`config.mk`:
```
export PLATFORM = sky130hd
export DESIGN_NAME = rgb_linear_fade_sequencer_top
export DESIGN_NICKNAME = d
export VERILOG_FILES = /design/src/hw/rtl/rlfs_pkg.sv /design/src/hw/rtl/rlfs_cfg_regs.sv /design/src/hw/rtl/rlfs_core.sv /design/src/hw/rtl/rgb_linear_fade_sequencer_top.sv
export SDC_FILE = /design/constraint.sdc
export NUM_CORES = 1
export LEC_CHECK = 0
export ABC_AREA = 1
export BUFFER_PORTS_ARGS = -buffer_cell sky130_fd_sc_hd__buf_4
export CORE_UTILIZATION = 60
export CTS_CLUSTER_SIZE = 28
export DETAILED_ROUTE_END_ITERATION = 10
export GPL_TIMING_DRIVEN = 0
export PLACE_DENSITY = 0.79
export SETUP_SLACK_MARGIN = 0.15
export SYNTH_ARGS = -nofsm -noshare
export SYNTH_HDL_FRONTEND = slang
export SYNTH_SLANG_ARGS = --single-unit
```
`constraint.sdc`:
```
create_clock -name clk -period 4.63 [get_ports clk]
set_input_delay 0.6945 -clock clk [delete_from_list [all_inputs] [get_ports clk]]
set_output_delay 0.6945 -clock clk [all_outputs]
set_load 0.01 [all_outputs]
```
`src/hw/rtl/rlfs_pkg.sv`:
```
// package for the linear rgb fade sequencer
// register indexes, mode codes, shared types and the channel step function
package rlfs_pkg;

  localparam int unsigned COLOR_W   = 24;
  localparam int unsigned CHAN_W    = 8;
  localparam int unsigned TIME_W    = 32;
  localparam int unsigned DELAY_W   = 16;
  localparam int unsigned PASSES_W  = 16;
  localparam int unsigned MODE_W    = 2;
  localparam int unsigned PCOUNT_W  = 17;
  localparam int unsigned CFG_IDX_W = 3;
  localparam int unsigned CFG_DAT_W = 24;

  localparam logic [PCOUNT_W-1:0] PASS_MAX = {PCOUNT_W{1'b1}};

  // register indexes on the configuration port
  localparam logic [CFG_IDX_W-1:0] REG_FROM_COLOR = 3'd0;
  localparam logic [CFG_IDX_W-1:0] REG_TO_COLOR   = 3'd1;
  localparam logic [CFG_IDX_W-1:0] REG_FADE_MODE  = 3'd2;
  localparam logic [CFG_IDX_W-1:0] REG_MAX_PASSES = 3'd3;
  localparam logic [CFG_IDX_W-1:0] REG_STEP_DELAY = 3'd4;

  // fade modes; the unused code behaves as once
  localparam logic [MODE_W-1:0] MODE_ONCE  = 2'd0;
  localparam logic [MODE_W-1:0] MODE_CYCLE = 2'd1;
  localparam logic [MODE_W-1:0] MODE_JUMP  = 2'd2;

  typedef struct packed {
    logic [COLOR_W-1:0]  from_color;
    logic [COLOR_W-1:0]  to_color;
    logic [MODE_W-1:0]   fade_mode;
    logic [PASSES_W-1:0] max_passes;
    logic [DELAY_W-1:0]  step_delay_ms;
  } cfg_t;

  typedef struct packed {
    logic [TIME_W-1:0] now_ms;
    logic              start_req;
  } item_t;

  typedef struct packed {
    logic [COLOR_W-1:0] window_color;
    logic               stepped;
    logic               done_res;
  } res_t;

  // one unit toward the goal
  function automatic logic [CHAN_W-1:0] toward(input logic [CHAN_W-1:0] cur,
                                               input logic [CHAN_W-1:0] goal);
    logic [CHAN_W-1:0] r;
    if (goal > cur) begin
      r = cur + CHAN_W'(1);
    end else if (goal < cur) begin
      r = cur - CHAN_W'(1);
    end else begin
      r = cur;
    end
    return r;
  endfunction

endpackage

```
`src/hw/rtl/rlfs_cfg_regs.sv`:
```
// configuration register file for the fade sequencer
// depends on rlfs_pkg for register indexes and cfg_t
module rlfs_cfg_regs (
  input  logic                            clk,
  input  logic                            rst,
  input  logic                            wr_en,
  input  logic [rlfs_pkg::CFG_IDX_W-1:0]  wr_index,
  input  logic [rlfs_pkg::CFG_DAT_W-1:0]  wr_data,
  output rlfs_pkg::cfg_t                  cfg
);

  rlfs_pkg::cfg_t regs;

  always_ff @(posedge clk) begin
    if (rst) begin
      regs <= '0;
    end else if (wr_en) begin
      case (wr_index)
        rlfs_pkg::REG_FROM_COLOR: begin
          regs.from_color <= wr_data[rlfs_pkg::COLOR_W-1:0];
        end
        rlfs_pkg::REG_TO_COLOR: begin
          regs.to_color <= wr_data[rlfs_pkg::COLOR_W-1:0];
        end
        rlfs_pkg::REG_FADE_MODE: begin
          regs.fade_mode <= wr_data[rlfs_pkg::MODE_W-1:0];
        end
        rlfs_pkg::REG_MAX_PASSES: begin
          regs.max_passes <= wr_data[rlfs_pkg::PASSES_W-1:0];
        end
        rlfs_pkg::REG_STEP_DELAY: begin
          regs.step_delay_ms <= wr_data[rlfs_pkg::DELAY_W-1:0];
        end
        default: begin
          // writes beyond the register list are dropped
        end
      endcase
    end
  end

  assign cfg = regs;

endmodule

```
`src/hw/rtl/rlfs_core.sv`:
```
// fade state and the per-tick update: timing check, colour step, pass count
// depends on rlfs_pkg for cfg_t, item_t, res_t and toward()
module rlfs_core (
  input  logic            clk,
  input  logic            rst,
  input  logic            advance,
  input  rlfs_pkg::item_t item,
  input  rlfs_pkg::cfg_t  cfg,
  output rlfs_pkg::res_t  res
);

  logic [rlfs_pkg::CHAN_W-1:0]   cur_red, cur_green, cur_blue;
  logic                          fading_out;
  logic [rlfs_pkg::PCOUNT_W-1:0] pass_count;
  logic [rlfs_pkg::TIME_W-1:0]   last_step_time;
  logic                          done_flag;

  logic [rlfs_pkg::CHAN_W-1:0]   cur_red_next, cur_green_next, cur_blue_next;
  logic                          fading_out_next;
  logic [rlfs_pkg::PCOUNT_W-1:0] pass_count_next;
  logic [rlfs_pkg::TIME_W-1:0]   last_step_time_next;
  logic                          done_flag_next;

  logic [rlfs_pkg::TIME_W-1:0]   elapsed;
  logic                          step_ok;
  logic [rlfs_pkg::COLOR_W-1:0]  goal;
  logic [rlfs_pkg::CHAN_W-1:0]   mv_red, mv_green, mv_blue;
  logic                          reached;
  logic [rlfs_pkg::PCOUNT_W-1:0] pc_inc;
  logic                          done_inc;
  logic                          stepped;

  assign elapsed = item.now_ms - last_step_time;
  assign step_ok = elapsed >= {{(rlfs_pkg::TIME_W-rlfs_pkg::DELAY_W){1'b0}},
                               cfg.step_delay_ms};
  assign goal    = fading_out ? cfg.from_color : cfg.to_color;
  assign mv_red   = rlfs_pkg::toward(cur_red,   goal[23:16]);
  assign mv_green = rlfs_pkg::toward(cur_green, goal[15:8]);
  assign mv_blue  = rlfs_pkg::toward(cur_blue,  goal[7:0]);
  assign reached  = (mv_red == goal[23:16]) && (mv_green == goal[15:8]) &&
                    (mv_blue == goal[7:0]);

  // saturating pass count and the done check that goes with it
  assign pc_inc   = (pass_count == rlfs_pkg::PASS_MAX) ? pass_count
                                                       : pass_count + 1'b1;
  assign done_inc = done_flag ||
                    (pc_inc > {{(rlfs_pkg::PCOUNT_W-rlfs_pkg::PASSES_W){1'b0}},
                               cfg.max_passes});

  always_comb begin
    cur_red_next        = cur_red;
    cur_green_next      = cur_green;
    cur_blue_next       = cur_blue;
    fading_out_next     = fading_out;
    pass_count_next     = pass_count;
    last_step_time_next = last_step_time;
    done_flag_next      = done_flag;
    stepped             = 1'b0;
    if (item.start_req) begin
      cur_red_next        = cfg.from_color[23:16];
      cur_green_next      = cfg.from_color[15:8];
      cur_blue_next       = cfg.from_color[7:0];
      fading_out_next     = 1'b0;
      pass_count_next     = '0;
      last_step_time_next = '0;
      done_flag_next      = 1'b0;
    end else if (step_ok) begin
      stepped             = 1'b1;
      last_step_time_next = item.now_ms;
      cur_red_next        = mv_red;
      cur_green_next      = mv_green;
      cur_blue_next       = mv_blue;
      if (reached) begin
        if (fading_out) begin
          fading_out_next = 1'b0;
          pass_count_next = pc_inc;
          done_flag_next  = done_inc;
        end else if (cfg.fade_mode == rlfs_pkg::MODE_CYCLE) begin
          fading_out_next = 1'b1;
        end else if (cfg.fade_mode == rlfs_pkg::MODE_JUMP) begin
          // counted once, then straight back to the start colour
          pass_count_next = pc_inc;
          done_flag_next  = done_inc;
          cur_red_next    = cfg.from_color[23:16];
          cur_green_next  = cfg.from_color[15:8];
          cur_blue_next   = cfg.from_color[7:0];
        end else begin
          pass_count_next = pc_inc;
          done_flag_next  = done_inc;
        end
      end
    end
  end

  always_ff @(posedge clk) begin
    if (rst) begin
      cur_red        <= '0;
      cur_green      <= '0;
      cur_blue       <= '0;
      fading_out     <= 1'b0;
      pass_count     <= '0;
      last_step_time <= '0;
      done_flag      <= 1'b0;
    end else if (advance) begin
      cur_red        <= cur_red_next;
      cur_green      <= cur_green_next;
      cur_blue       <= cur_blue_next;
      fading_out     <= fading_out_next;
      pass_count     <= pass_count_next;
      last_step_time <= last_step_time_next;
      done_flag      <= done_flag_next;
    end
  end

  assign res.window_color = {cur_red_next, cur_green_next, cur_blue_next};
  assign res.stepped      = stepped;
  assign res.done_res     = done_flag_next;

  a_start_clears: assert property (@(posedge clk) disable iff (rst)
    advance && item.start_req |=> pass_count == '0 && !done_flag && !fading_out)
    else $error("start request did not clear the fade state");

  a_done_sticky: assert property (@(posedge clk) disable iff (rst)
    done_flag && !(advance && item.start_req) |=> done_flag)
    else $error("done flag fell without a start request");

  a_count_monotonic: assert property (@(posedge clk) disable iff (rst)
    !(advance && item.start_req) |=> pass_count >= $past(pass_count))
    else $error("pass count went down without a start request");

  a_no_step_holds: assert property (@(posedge clk) disable iff (rst)
    advance && !item.start_req && !step_ok |=>
      $stable(cur_red) && $stable(cur_green) && $stable(cur_blue) &&
      $stable(last_step_time))
    else $error("colour or step time moved on a tick without a step");

endmodule

```
`src/hw/rtl/rgb_linear_fade_sequencer_top.sv`:
```
// top level of the linear rgb fade sequencer
// holds the input and result registers; uses rlfs_pkg, rlfs_cfg_regs and rlfs_core
//
//   channel   direction  handshake              payload
//   in        to block   in_valid / in_ready    now_ms, start_req
//   out       from block out_valid / out_ready  window_color, stepped, done_res
//   cfg       to block   cfg_valid / cfg_ready  cfg_index, cfg_data
//
// one request per cycle sustained while the output is not stalled; a request
// waits in the input register; its result is registered as it advances
// the fade state updates as the request moves into the result register
// a stalled result register holds, and the input register takes one more request
// the configuration port is always ready; reset clears the config, fade state and valid flags to zero
module rgb_linear_fade_sequencer_top (
  input  logic                           clk,
  input  logic                           rst,
  input  logic                           in_valid,
  output logic                           in_ready,
  input  logic [rlfs_pkg::TIME_W-1:0]    now_ms,
  input  logic                           start_req,
  output logic                           out_valid,
  input  logic                           out_ready,
  output logic [rlfs_pkg::COLOR_W-1:0]   window_color,
  output logic                           stepped,
  output logic                           done_res,
  input  logic                           cfg_valid,
  output logic                           cfg_ready,
  input  logic [rlfs_pkg::CFG_IDX_W-1:0] cfg_index,
  input  logic [rlfs_pkg::CFG_DAT_W-1:0] cfg_data
);

  rlfs_pkg::cfg_t  cfg;
  rlfs_pkg::item_t item_q;
  rlfs_pkg::res_t  res_d;
  rlfs_pkg::res_t  res_q;
  logic            item_valid;
  logic            advance;

  assign cfg_ready = 1'b1;

  rlfs_cfg_regs u_cfg (
    .clk      (clk),
    .rst      (rst),
    .wr_en    (cfg_valid && cfg_ready),
    .wr_index (cfg_index),
    .wr_data  (cfg_data),
    .cfg      (cfg)
  );

  // request moves on when the result register is free or being emptied
  assign advance  = item_valid && (!out_valid || out_ready);
  assign in_ready = !item_valid || advance;

  always_ff @(posedge clk) begin
    if (rst) begin
      item_valid <= 1'b0;
    end else if (in_ready) begin
      item_valid <= in_valid;
    end
  end

  always_ff @(posedge clk) begin
    if (in_valid && in_ready) begin
      item_q.now_ms    <= now_ms;
      item_q.start_req <= start_req;
    end
  end

  rlfs_core u_core (
    .clk     (clk),
    .rst     (rst),
    .advance (advance),
    .item    (item_q),
    .cfg     (cfg),
    .res     (res_d)
  );

  always_ff @(posedge clk) begin
    if (rst) begin
      out_valid <= 1'b0;
    end else if (advance) begin
      out_valid <= 1'b1;
    end else if (out_ready) begin
      out_valid <= 1'b0;
    end
  end

  always_ff @(posedge clk) begin
    if (advance) begin
      res_q <= res_d;
    end
  end

  assign window_color = res_q.window_color;
  assign stepped      = res_q.stepped;
  assign done_res     = res_q.done_res;

endmodule

```
# == Word-level counts from Yosys, hierarchy flattened ==
# Cells that the tools add are included.
# totals
latch_bits,0
out_inout_bits,29
romBits,0
mem_count,0
ramBits,0
inputBits,65
word_cells,113
ff_bits,218
# op_classes
bitwise_logic,0
shifts,0
eq_ne,11
add_sub_neg,8
n_reduce_logical,21
magnitude_cmp,8
muxes,46
div_mod_pow,0
multipliers,0
# op_table
operator,n
8-bit 2-to-1 mux,24
17-bit 2-to-1 mux,6
32-bit 2-to-1 mux,2
32-bit by 16-bit greater-or-equal comparator with 1-bit output,1
32-bit subtractor,1
8-bit by 1-bit adder with 8-bit output (second input constant),3
8-bit equality test,3
8-bit greater-than comparator,3
8-bit < comparator,3
24-bit 2-to-1 mux,1
8-bit by 1-bit subtractor with 8-bit output (second input constant),3
17-bit by 1-bit adder with 17-bit output (second input constant),1
17-bit equality test (second input constant),1
17-bit by 16-bit greater-than comparator with 1-bit output,1
1-bit 2-to-1 mux,13
2-bit AND reduction,6
3-bit by 2-bit equality test with 1-bit output (second input constant),2
2-bit nonzero test,3
1-bit logical AND,4
4-bit AND reduction,1
3-bit by 1-bit equality test with 1-bit output (second input constant),1
3-bit equality test (second input constant),1
3-bit logical NOT,1
1-bit logical OR,3
5 further kinds,6

# == Longest topological paths before layout ==
# Gate-level depths: netlist (run 1).
# depth
depth_word,10
mapped_depth,30

# == By module ==
# Synthesis (run 1) repeated with hierarchy kept, for this count alone.
# hier_totals
cells_unflattened,2567
hier_area_um2,16168.0
# by_module_without_submodules
mod,instances,area_each_um2,cells_per_inst
rlfs_core,1,10924.2,2009
rlfs_cfg_regs,1,3369.5,485
rgb_linear_fade_sequencer_top,1,1874.3,73

# == Worst setup path before layout (run 1) ==
# No wires, ideal clock.
# synth_path
path_kind,register to register
startpoint,register item_q[1] (netlist bit)
endpoint,register u_core.cur_blue[2] (netlist bit)
setup_slack_ps,1201
setup_time_ps,111
stages_incl_launch_ff,28
t_arrival_ps,3318
cell_sequence,edfxtp_1 inv_1 ha_1 fa_1 inv_1 nand3_1 nand3_1 nand2_1 nand2_1 nand2_1 nand2_1 xor2_1 ha_1 nand2_1 nor2_1 a211oi_1 nand3_1 nor2_1 nand3_1 nor2_2 nand2_1 nand2_1 inv_2 buf_2 nand3_1 nand3_1 nand2_1 inv_1
# synth_via
elab_chain_cells,4
# synth_rtl
element,line_no,rtl
start: declaration,rgb_linear_fade_sequencer_top.sv:33,rlfs_pkg::item_t item_q;
32-bit subtractor,rlfs_core.sv:33,assign elapsed = item.now_ms - last_step_time;
32-bit by 16-bit greater-or-equal comparator with 1-bit output,rlfs_core.sv:34,"assign step_ok = elapsed >= {{(rlfs_pkg::TIME_W-rlfs_pkg::DELAY_W){1'b0}},"
8-bit 2-to-1 mux,rlfs_core.sv:67,end else if (step_ok) begin
8-bit 2-to-1 mux,rlfs_core.sv:59,if (item.start_req) begin
end signal: assignment,rlfs_core.sv:107,cur_blue <= cur_blue_next;
end: declaration,rlfs_core.sv:12,"logic [rlfs_pkg::CHAN_W-1:0] cur_red, cur_green, cur_blue;"
# Every way passes these cells.
# A chain may end at the register's enable or synchronous reset.

# == Worst setup path in the final report (run 1) ==
# layout_path
startpoint,register item_q[1] (netlist bit)
endpoint,register u_core.cur_blue[3] (netlist bit)
# Same word-level chain as after synthesis.

==> results.cfg, run 1 <==
[status]
status = finished, final reports clean

[layout]
area.sequential_mm2 = 0.004955
layout-drive-gt1-share_pct = 8.985
design_area_mm2 = 0.01764
diodes = 0
nets = 2724
fillers = 2247
final_cell_mix = 741 x nand2_1, 371 x inv_1, 211 x nor2_1
mostFrequentLayoutCell = nand2_1
fin_util_pct = 69.66
multi_input_area_mm2 = 0.008767
synthToLayoutAreaGrowth_pct = 13.49

[timing]
tightestPinTransition_ps = 1269
slew_headroom_pct = 15.31
hold_viol = 0
period_share_pct = 93.38
hold_ws_ps = 325.6
rsz0062_at_grt = true
clock.fmax_mhz = 231.3
tns_ps = 0
setup_violations = 0
setup_ws_ps = 306.5
clock_skew_ps = 14.78
drv_slew = 0
finalCriticalPeriod_ps = 4324

[global_routing]
grt_pass1_vias = 15070
grt.overflow.total = 0
antenna_found_initial = 0
grt_pass1_wl_um = 75040
grt_start_max_net_pins = 36
grt_use_total_pct = 35.61

[routing]
num_vias = 16200
ant_nets = 0
drt-total-wl_um = 47360
avgRoutedWirePerCell_um = 16.26
drt_first_iter_violations = 1432
route.detailed.drc = 0
viasPerCell = 5.564
firstDrtPassIters = 6

[worst_hold_path]
hp-start = now_ms[0]
hp-class = in2reg

[worst_setup_path]
worst_setup_path_end_kind = flop
critPathLaunchType = flop
r2r_start = item_q[1]$_DFFE_PP_
cp-startpoint = item_q[1]$_DFFE_PP_
crit_fanout = 10
path_class = reg2reg
worstPathRequired_ps = 5070
cp.arrival_ps = 4760

[logic_synthesis]
yosysUniqueCellTypes = 44
avgSynthCellArea_um2 = 6.379
synth-seq-area-share_pct = 31.87
ys.flop_type = dfxtp_1
netlist_area_mm2 = 0.01554
synth-edff-count = 59
async_flop_share_pct = 0
ys_warn_count = 0
ys_ff_latch = 218
syn_inst = 2437
syn-num-nets = 2597

[clock_tree]
clkLatencyLatePin_ps = 550
clock-sinks = 218
ctsHoldBuffers = 0
tritoncts = yes
htreeDepth = 1
cts_made_buffers = 25
cts_root_buf = clkbuf_16
cts_buffer_depth = 3
clkTransAtPathRegs_ps = 60

[placement]
place_congestion = 0.9848
placedInstanceArea_mm2 = 0.01664
io_buffers = 91
dp_hpwl_um = 36520
place_ws_ps = 94.06

[pwr]
p_sw_share_pct = 36.05
leakage_nw = 8.722
power_density_mw_per_mm2 = 363.4
peakVddDrop_v = 0.0003941
netSwitchingPower_mw = 2.311
comb_power_share_pct = 32.8
pwr-share-clk_pct = 33.6
p_int_mw = 4.100
seq_power_share_pct = 33.6

[floorplan]
dieWidth_um = 163.0
boundaryPins = 94
dieArea_mm2 = 0.02656
core_mm2 = 0.02533
rows = 58
fp.dieH_um = 163.0
start_util_pct = 61.38

[flow_run]
drv_cap = 0
## cells by family (layout without fill, tap and decap cells)
logic type                 after synthesis  count (layout)  share of synthesized area (%)
AOI/OAI and AO/OA                      312             312                          10.30
xor gates and xnor gates                50              50                          2.817
adders and majority gates               95              95                          7.695
DFF                                    218             218                          31.87
other                                    1               1                        0.02412
buffers and inverters                  471             616                          11.94
muxes                                    1               1                        0.06439
and+or+nand+nor                       1289            1289                          35.29
## final cells by class
type | count | share of cell area [%]
clock inverters | 11 | 0.9362
flip-flops and latches | 218 | 28.09
multi-input cells | 1748 | 49.70
repair buffers | 100 | 4.255
clock buffers | 34 | 4.085
well taps | 330 | 2.340
plain buffers | 85 | 2.369
inverters | 386 | 8.234
## power by group through the flow
stage | Sequential [mW] | Combinational, mW | Clock [mW]
floorplan | 2.18 | 1.49 | 0
global placement | 2.19 | 2.00 | 0
detailed placement | 2.19 | 2.05 | 0
CTS | 2.15 | 2.06 | 2.16
global route | 2.16 | 2.37 | 2.23
finish | 2.15 | 2.11 | 2.15
## final timing paths
kind         slack (ps)                              end  cells after the start
max                 310  u_core.cur_blue[3]$_SDFFE_PP0P_                     27
min reg2reg         460       u_cfg.cfg[16]$_SDFFE_PP0P_                      2
min                 330              item_q[1]$_DFFE_PP_                      1
max reg2reg         310  u_core.cur_blue[3]$_SDFFE_PP0P_                     27
## through the flow
step           std cells  power (mW)
6_report            2912       6.411
4_1_cts             2903       6.372
3_5_place_dp        2858       4.237
2_1_floorplan       2437       3.678
3_3_place_gp        2858       4.186
5_1_grt             2912       6.760
## layer usage
layer	wire length, µm	GRT usage (%)	vias up
met1	19040	43.06	7320
met5	0	0	-
met2	22340	62.28	692
met4	2404	16.91	0
li1	-	-	8024
met3	3563	4.635	167
## worst max-delay path, stage by stage, from the launching register on
cell      delay, ps
edfxtp_1        400
inv_1            60
ha_1            220
fa_1            410
inv_1           130
nand3_1          90
nand3_2         120
nand2_1          60
nand2_1         150
nand2_1          70
nand2_1         120
xor2_1          260
ha_1            280
nand2_1          80
nor2_1           50
a211oi_1        170
nand3_1         110
nor2_1          110
nand3_1         150
nor2_4          210
nand2_1          80
nand2_1         100
inv_2           130
buf_2           240
nand3_1         170
nand3_1         100
nand2_1         100
inv_1            40
## sequential cells by signal, summed over array words and instances, names as in the netlist
signal,cells
u_core.cur_blue,8
u_core.fading_out,1
u_core.cur_green,8
stepped,1
u_cfg.cfg,82
done_res,1
out_valid,1
window_color,24
item_valid,1
u_core.last_step_time,32
u_core.pass_count,17
item_q,33
u_core.done_flag,1
u_core.cur_red,8
## timing repair
item,4_1_cts,5_1_grt
resized for setup,1,17
gates cloned,0,0
pin swaps,0,3
setup endpoints to repair,32,94
buffers inserted,0,9
endpoints found under the hold margin,0,0
## synthesized netlist by cell type, types with 4 or more instances
| master | number | share of area, % |
|---|---|---|
| a21oi_1 | 155 | 5.0 |
| clkbuf_1 | 43 | 1.0 |
| nor2_1 | 213 | 5.1 |
| nand3_1 | 198 | 6.4 |
| o21ai_0 | 135 | 4.3 |
| nand2_2 | 15 | 0.60 |
| o21bai_1 | 4 | 0.19 |
| or2_2 | 5 | 0.20 |
| nor4_1 | 5 | 0.20 |
| nand2_1 | 741 | 18 |
| buf_2 | 25 | 0.80 |
| inv_2 | 13 | 0.31 |
| ha_1 | 94 | 7.6 |
| inv_1 | 372 | 9.0 |
| nand4_1 | 72 | 2.9 |
| xnor2_1 | 7 | 0.39 |
| nand3b_1 | 8 | 0.39 |
| buf_6 | 6 | 0.43 |
| nor2_4 | 6 | 0.43 |
| o21ai_1 | 7 | 0.23 |
| dfxtp_1 | 159 | 20 |
| xor2_1 | 43 | 2.4 |
| buf_1 | 8 | 0.19 |
| nor3_1 | 15 | 0.48 |
| a21o_1 | 4 | 0.19 |
| edfxtp_1 | 59 | 11 |
(Power assumes the default switching activity.)
==> inputs of run 2 (changes only) <==
- PLACE_DENSITY: 0.79 -> 0.88
==> run 2 against run 1 <==
Net effect:
- final cell count is 0.27% lower
- count of clock-buffer cells in the layout is 1 higher
- via count is 0.21% higher
- clock skew is 8.4 ps higher
- largest cell class unchanged
==> results.cfg, run 2 (synthesis results as in run 1) <==
[global_routing]
grt_start_max_net_pins = 36
gr-usage-met3_pct = 4.686
busiest_layer = met2
grt.overflow.total = 0
grtUsageMet1_pct = 40.91
antenna_found_initial = 0
grt_pass1_wl_um = 73710
grt_use_total_pct = 34.77
grt_use_met2_pct = 60.52
grt_pass1_vias = 15160

[placement]
io_buffers = 91
placedInstanceArea_mm2 = 0.01664
place_congestion = 0.9806
dp_hpwl_um = 36230
dp_cells = 2858
place_ws_ps = 182.2

[timing]
finalCriticalPeriod_ps = 4255
tns_ps = 0
drv_slew = 0
clock_skew_ps = 23.16
hold_viol = 0
clock.fmax_mhz = 235.0
setup_ws_ps = 374.7
period_share_pct = 91.91
slew_headroom_pct = 15.02
hold_ws_ps = 324.0
setup_violations = 0
rsz0062_at_grt = false
tightestPinTransition_ps = 1273

[flow_run]
drv_cap = 0

[floorplan]
core_mm2 = 0.02533
rows = 58
dieWidth_um = 163.0
start_util_pct = 61.38
fp.dieH_um = 163.0
boundaryPins = 94
dieArea_mm2 = 0.02656

[clock_tree]
clock-sinks = 218
cts_made_buffers = 24
clkTransAtPathRegs_ps = 70
htreeDepth = 1
clkLatencyLatePin_ps = 550
cts_root_buf = clkbuf_16
tritoncts = yes
cts_buffer_depth = 3
ctsHoldBuffers = 0

[worst_hold_path]
holdPathStages = 1
hold_end = item_q[7]$_DFFE_PP_
hp-start = now_ms[6]
hp-class = in2reg

[routing]
firstDrtPassIters = 6
num_vias = 16240
ant_nets = 0
drt_first_iter_violations = 1432
drt-total-wl_um = 46320
avgRoutedWirePerCell_um = 15.95
route.detailed.drc = 0
viasPerCell = 5.591

[layout]
diodes = 0
layout-drive-gt1-share_pct = 8.702
nets = 2716
fillers = 2231
largest_reg_flops = 82
layout.cells.non_filler = 2904
mostFrequentLayoutCell = nand2_1
synthToLayoutAreaGrowth_pct = 12.40
area.sequential_mm2 = 0.004955
design_area_mm2 = 0.01747
final_cell_mix = 740 x nand2_1, 371 x inv_1, 211 x nor2_1
multi_input_area_mm2 = 0.008778

[status]
status = finished, final reports clean

[worst_setup_path]
slowest_stage = fa_1
worstPathRequired_ps = 4920
max_stage_delay_ps = 420
r2r_start = item_q[1]$_DFFE_PP_
ff2ff_setup_slack_ps = 370
path_class = reg2reg
crit_fanout = 10
worst_setup_path_end_kind = flop
cpMostUsedCell = nand2_1
r2r_cells = 27
worstReg2RegEnd = window_color[14]$_DFFE_PP_
critPathLaunchType = flop
cp.arrival_ps = 4540

[pwr]
peakVddDrop_v = 0.0003124
leakage_nw = 8.623
power_density_mw_per_mm2 = 348.5
run 2: how the worst max path moves through the flow:
stage | slack [ps] | start | end
final | 370 | item_q[1]$_DFFE_PP_ | window_color[14]$_DFFE_PP_
after global routing | 140 | u_core.fading_out$_SDFFE_PP0P_ | u_core.cur_blue[5]$_SDFFE_PP0P_
after CTS | 180 | item_q[1]$_DFFE_PP_ | u_core.last_step_time[20]$_SDFFE_PP0P_
after detailed placement | 180 | item_q[1]$_DFFE_PP_ | u_core.cur_blue[4]$_SDFFE_PP0P_
after global placement | 320 | item_q[1]$_DFFE_PP_ | u_core.cur_blue[4]$_SDFFE_PP0P_
after floorplan | 1200 | item_q[1]$_DFFE_PP_ | u_core.cur_blue[2]$_SDFFE_PP0P_
run 2: area by class of cell:
class	instances	area share (%)
multi-input cells	1748	50.24
flip-flops and latches	218	28.36
inverters	386	8.293
repair buffers	93	4.068
clock buffers	35	3.903
plain buffers	85	2.406
well taps	330	2.363
clock inverters	9	0.3652
run 2: critical path, delay by kind of cell (launching register included):
family,cells,cell delay [ps]
xor gates and xnor gates,1,220
adders and majority gates,3,920
buffers and inverters,4,520
DFF,1,350
and+or+nand+nor,19,1990
run 2: metal layers:
| metal | routed length [µm] | vias to the layer above |
|---|---|---|
| met5 | 0 | - |
| met1 | 17990 | 7330 |
| met4 | 2914 | 0 |
| li1 | - | 7995 |
| met3 | 3575 | 190 |
| met2 | 21840 | 722 |
run 2: where the power goes:
group,total (mW),switching (mW),internal [mW]
clock,1.83,0.801,1.03
combinational,2.11,1.40,0.706
sequential,2.15,0.0676,2.08
total,6.09,2.27,3.82
run 2: timing repair:
item | in CTS | in global routing
pin swaps | 0 | 3
setup buffers | 0 | 2
setup endpoints to repair | 33 | 94
resized for setup | 1 | 19
run 2: stage by stage:
stage | power [mW] | util (%)
2_1_floorplan | 3.678 | -
3_3_place_gp | 4.170 | 65.71
3_5_place_dp | 4.232 | 65.71
4_1_cts | 6.034 | 68.67
5_1_grt | 6.431 | 68.99
6_report | 6.089 | 68.99
==> inputs of run 3 (changes only) <==
- RECOVER_POWER: unset -> 50
==> run 3 against run 2 <==
Net effect:
- cell area decreased by 0.60%
- critical path depth decreased by 3
- die area unchanged
- global-route usage unchanged
- count of clock-buffer cells in the layout unchanged
- flip-flop and latch count unchanged
- wire length about the same
- final cell count unchanged
- non-clock buffer count unchanged
- sequential power about the same
- first-iteration DRC count decreased by 0.49%
- critical path type unchanged
- critical endpoint is now window_color[17]$_DFFE_PP_
- highest routed layer unchanged
==> results.cfg, run 3 (synthesis results as in run 1) <==
[worst_setup_path]
cp.arrival_ps = 4580
worst_setup_path_end_kind = flop
critPathLaunchType = flop
worstPathRequired_ps = 4910
crit_fanout = 10
ff2ff_setup_slack_ps = 330
path_class = reg2reg

[timing]
clock.fmax_mhz = 232.6
slew_headroom_pct = 14.38
tightestPinTransition_ps = 1283
rsz0062_at_grt = false
hold_ws_ps = 346.0
hold_viol = 0
setup_ws_ps = 330.9
tns_ps = 0
setup_violations = 0
finalCriticalPeriod_ps = 4299
clock_skew_ps = 19.23
period_share_pct = 92.85
drv_slew = 0

[floorplan]
core_mm2 = 0.02533
dieArea_mm2 = 0.02656
fp.dieH_um = 163.0
start_util_pct = 61.38
rows = 58
dieWidth_um = 163.0
boundaryPins = 94

[global_routing]
antenna_found_initial = 0
grt_pass1_wl_um = 73710
grt_start_max_net_pins = 36
grt_pass1_vias = 15160
grt_use_total_pct = 34.77
grt.overflow.total = 0

[clock_tree]
cts_made_buffers = 24
clock-sinks = 218
clkTransAtPathRegs_ps = 60
clkLatencyLatePin_ps = 550
cts_buffer_depth = 3
tritoncts = yes
htreeDepth = 1
cts_root_buf = clkbuf_16

[pwr]
power_density_mw_per_mm2 = 349.5
peakVddDrop_v = 0.0003099
leakage_nw = 8.514

[routing]
viasPerCell = 5.606
route.detailed.drc = 0
firstDrtPassIters = 6
num_vias = 16280
drt-total-wl_um = 46310
avgRoutedWirePerCell_um = 15.95
drt_first_iter_violations = 1425
ant_nets = 0

[layout]
fin_util_pct = 68.57
diodes = 0
largest_reg_flops = 82
area.sequential_mm2 = 0.004955
synthToLayoutAreaGrowth_pct = 11.72
nets = 2716
fillers = 2244
design_area_mm2 = 0.01737
multi_input_area_mm2 = 0.008778
mostFrequentLayoutCell = nand2_1
final_cell_mix = 740 x nand2_1, 371 x inv_1, 211 x nor2_1
layout-drive-gt1-share_pct = 7.615

[placement]
dp_hpwl_um = 36230
place_congestion = 0.9806
place_ws_ps = 182.2
io_buffers = 91
placedInstanceArea_mm2 = 0.01664

[status]
status = finished, final reports clean

[flow_run]
drv_cap = 0

[worst_hold_path]
hp-class = in2reg
## run 3: changes by cell type in the layout (fill, tap and decap cells not counted), sizes merged
cell    change
buf        -64
clkbuf     +64
## run 3: final cells by class
cell class | instances | share of cell area, %
buffer | 85 | 2.421
clock buffer | 35 | 3.927
clock inverter | 9 | 0.3674
inverter | 386 | 8.343
multi-input combinational | 1748 | 50.55
sequential | 218 | 28.53
tap | 330 | 2.378
timing repair buffer | 93 | 3.487
## run 3: metrics by stage
step / total power, mW / instances
global placement: 4.170 / 2858
global route: 6.411 / 2904
CTS: 6.034 / 2902
detailed placement: 4.232 / 2858
floorplan: 3.678 / 2437
finish: 6.070 / 2904
## run 3: power by group
| group | leakage (nW) | total (mW) | switching (mW) | internal [mW] |
|---|---|---|---|---|
| Combinational | 6.28 | 2.09 | 1.41 | 0.686 |
| Clock | 0.368 | 1.83 | 0.800 | 1.03 |
| Sequential | 1.87 | 2.15 | 0.0671 | 2.08 |
| Total | 8.51 | 6.07 | 2.27 | 3.80 |
## run 3: what timing repair did
item	CTS	global route
hold endpoints to repair	0	0
gates resized for setup	1	19
gates cloned	0	0
endpoints found under the setup margin	33	94
hold buffers	0	0
setup buffers	0	2
pin swaps	0	3
## run 3: routing by layer
metal	wire length, µm	share of wire, %	track usage (%)
met2	21750	47	60.52
met3	3530	7.6	4.686
met4	2903	6.3	19.97
met1	18130	39	40.91
met5	0	0	0
## run 3: final timing paths
kind                                            end  depth (start not counted)                                    from
max                      window_color[17]$_DFFE_PP_                         24          u_core.fading_out$_SDFFE_PP0P_
min reg2reg  u_core.last_step_time[12]$_SDFFE_PP0P_                          2  u_core.last_step_time[12]$_SDFFE_PP0P_
min                             item_q[7]$_DFFE_PP_                          1                               now_ms[6]
max reg2reg              window_color[17]$_DFFE_PP_                         24          u_core.fading_out$_SDFFE_PP0P_
## run 3: worst max-delay path, stage by stage (launching register included)
cell and delay [ps]:
dfxtp_1 320, buf_2 190, inv_1 170, or2_2 320, o21ai_0 230, inv_1 180
ha_1 340, nand2_1 50, nor2_1 160, nand2_1 150, inv_1 160, nand2_1 70
o21ai_1 80, nand2_1 80, nand2_1 110, nand2_1 70, nand2_1 160, nand4_1 150
nor2_1 110, nand3_1 130, nor2_4 250, clkbuf_4 260, nand3_1 80, nand3_1 110
nand2_1 100
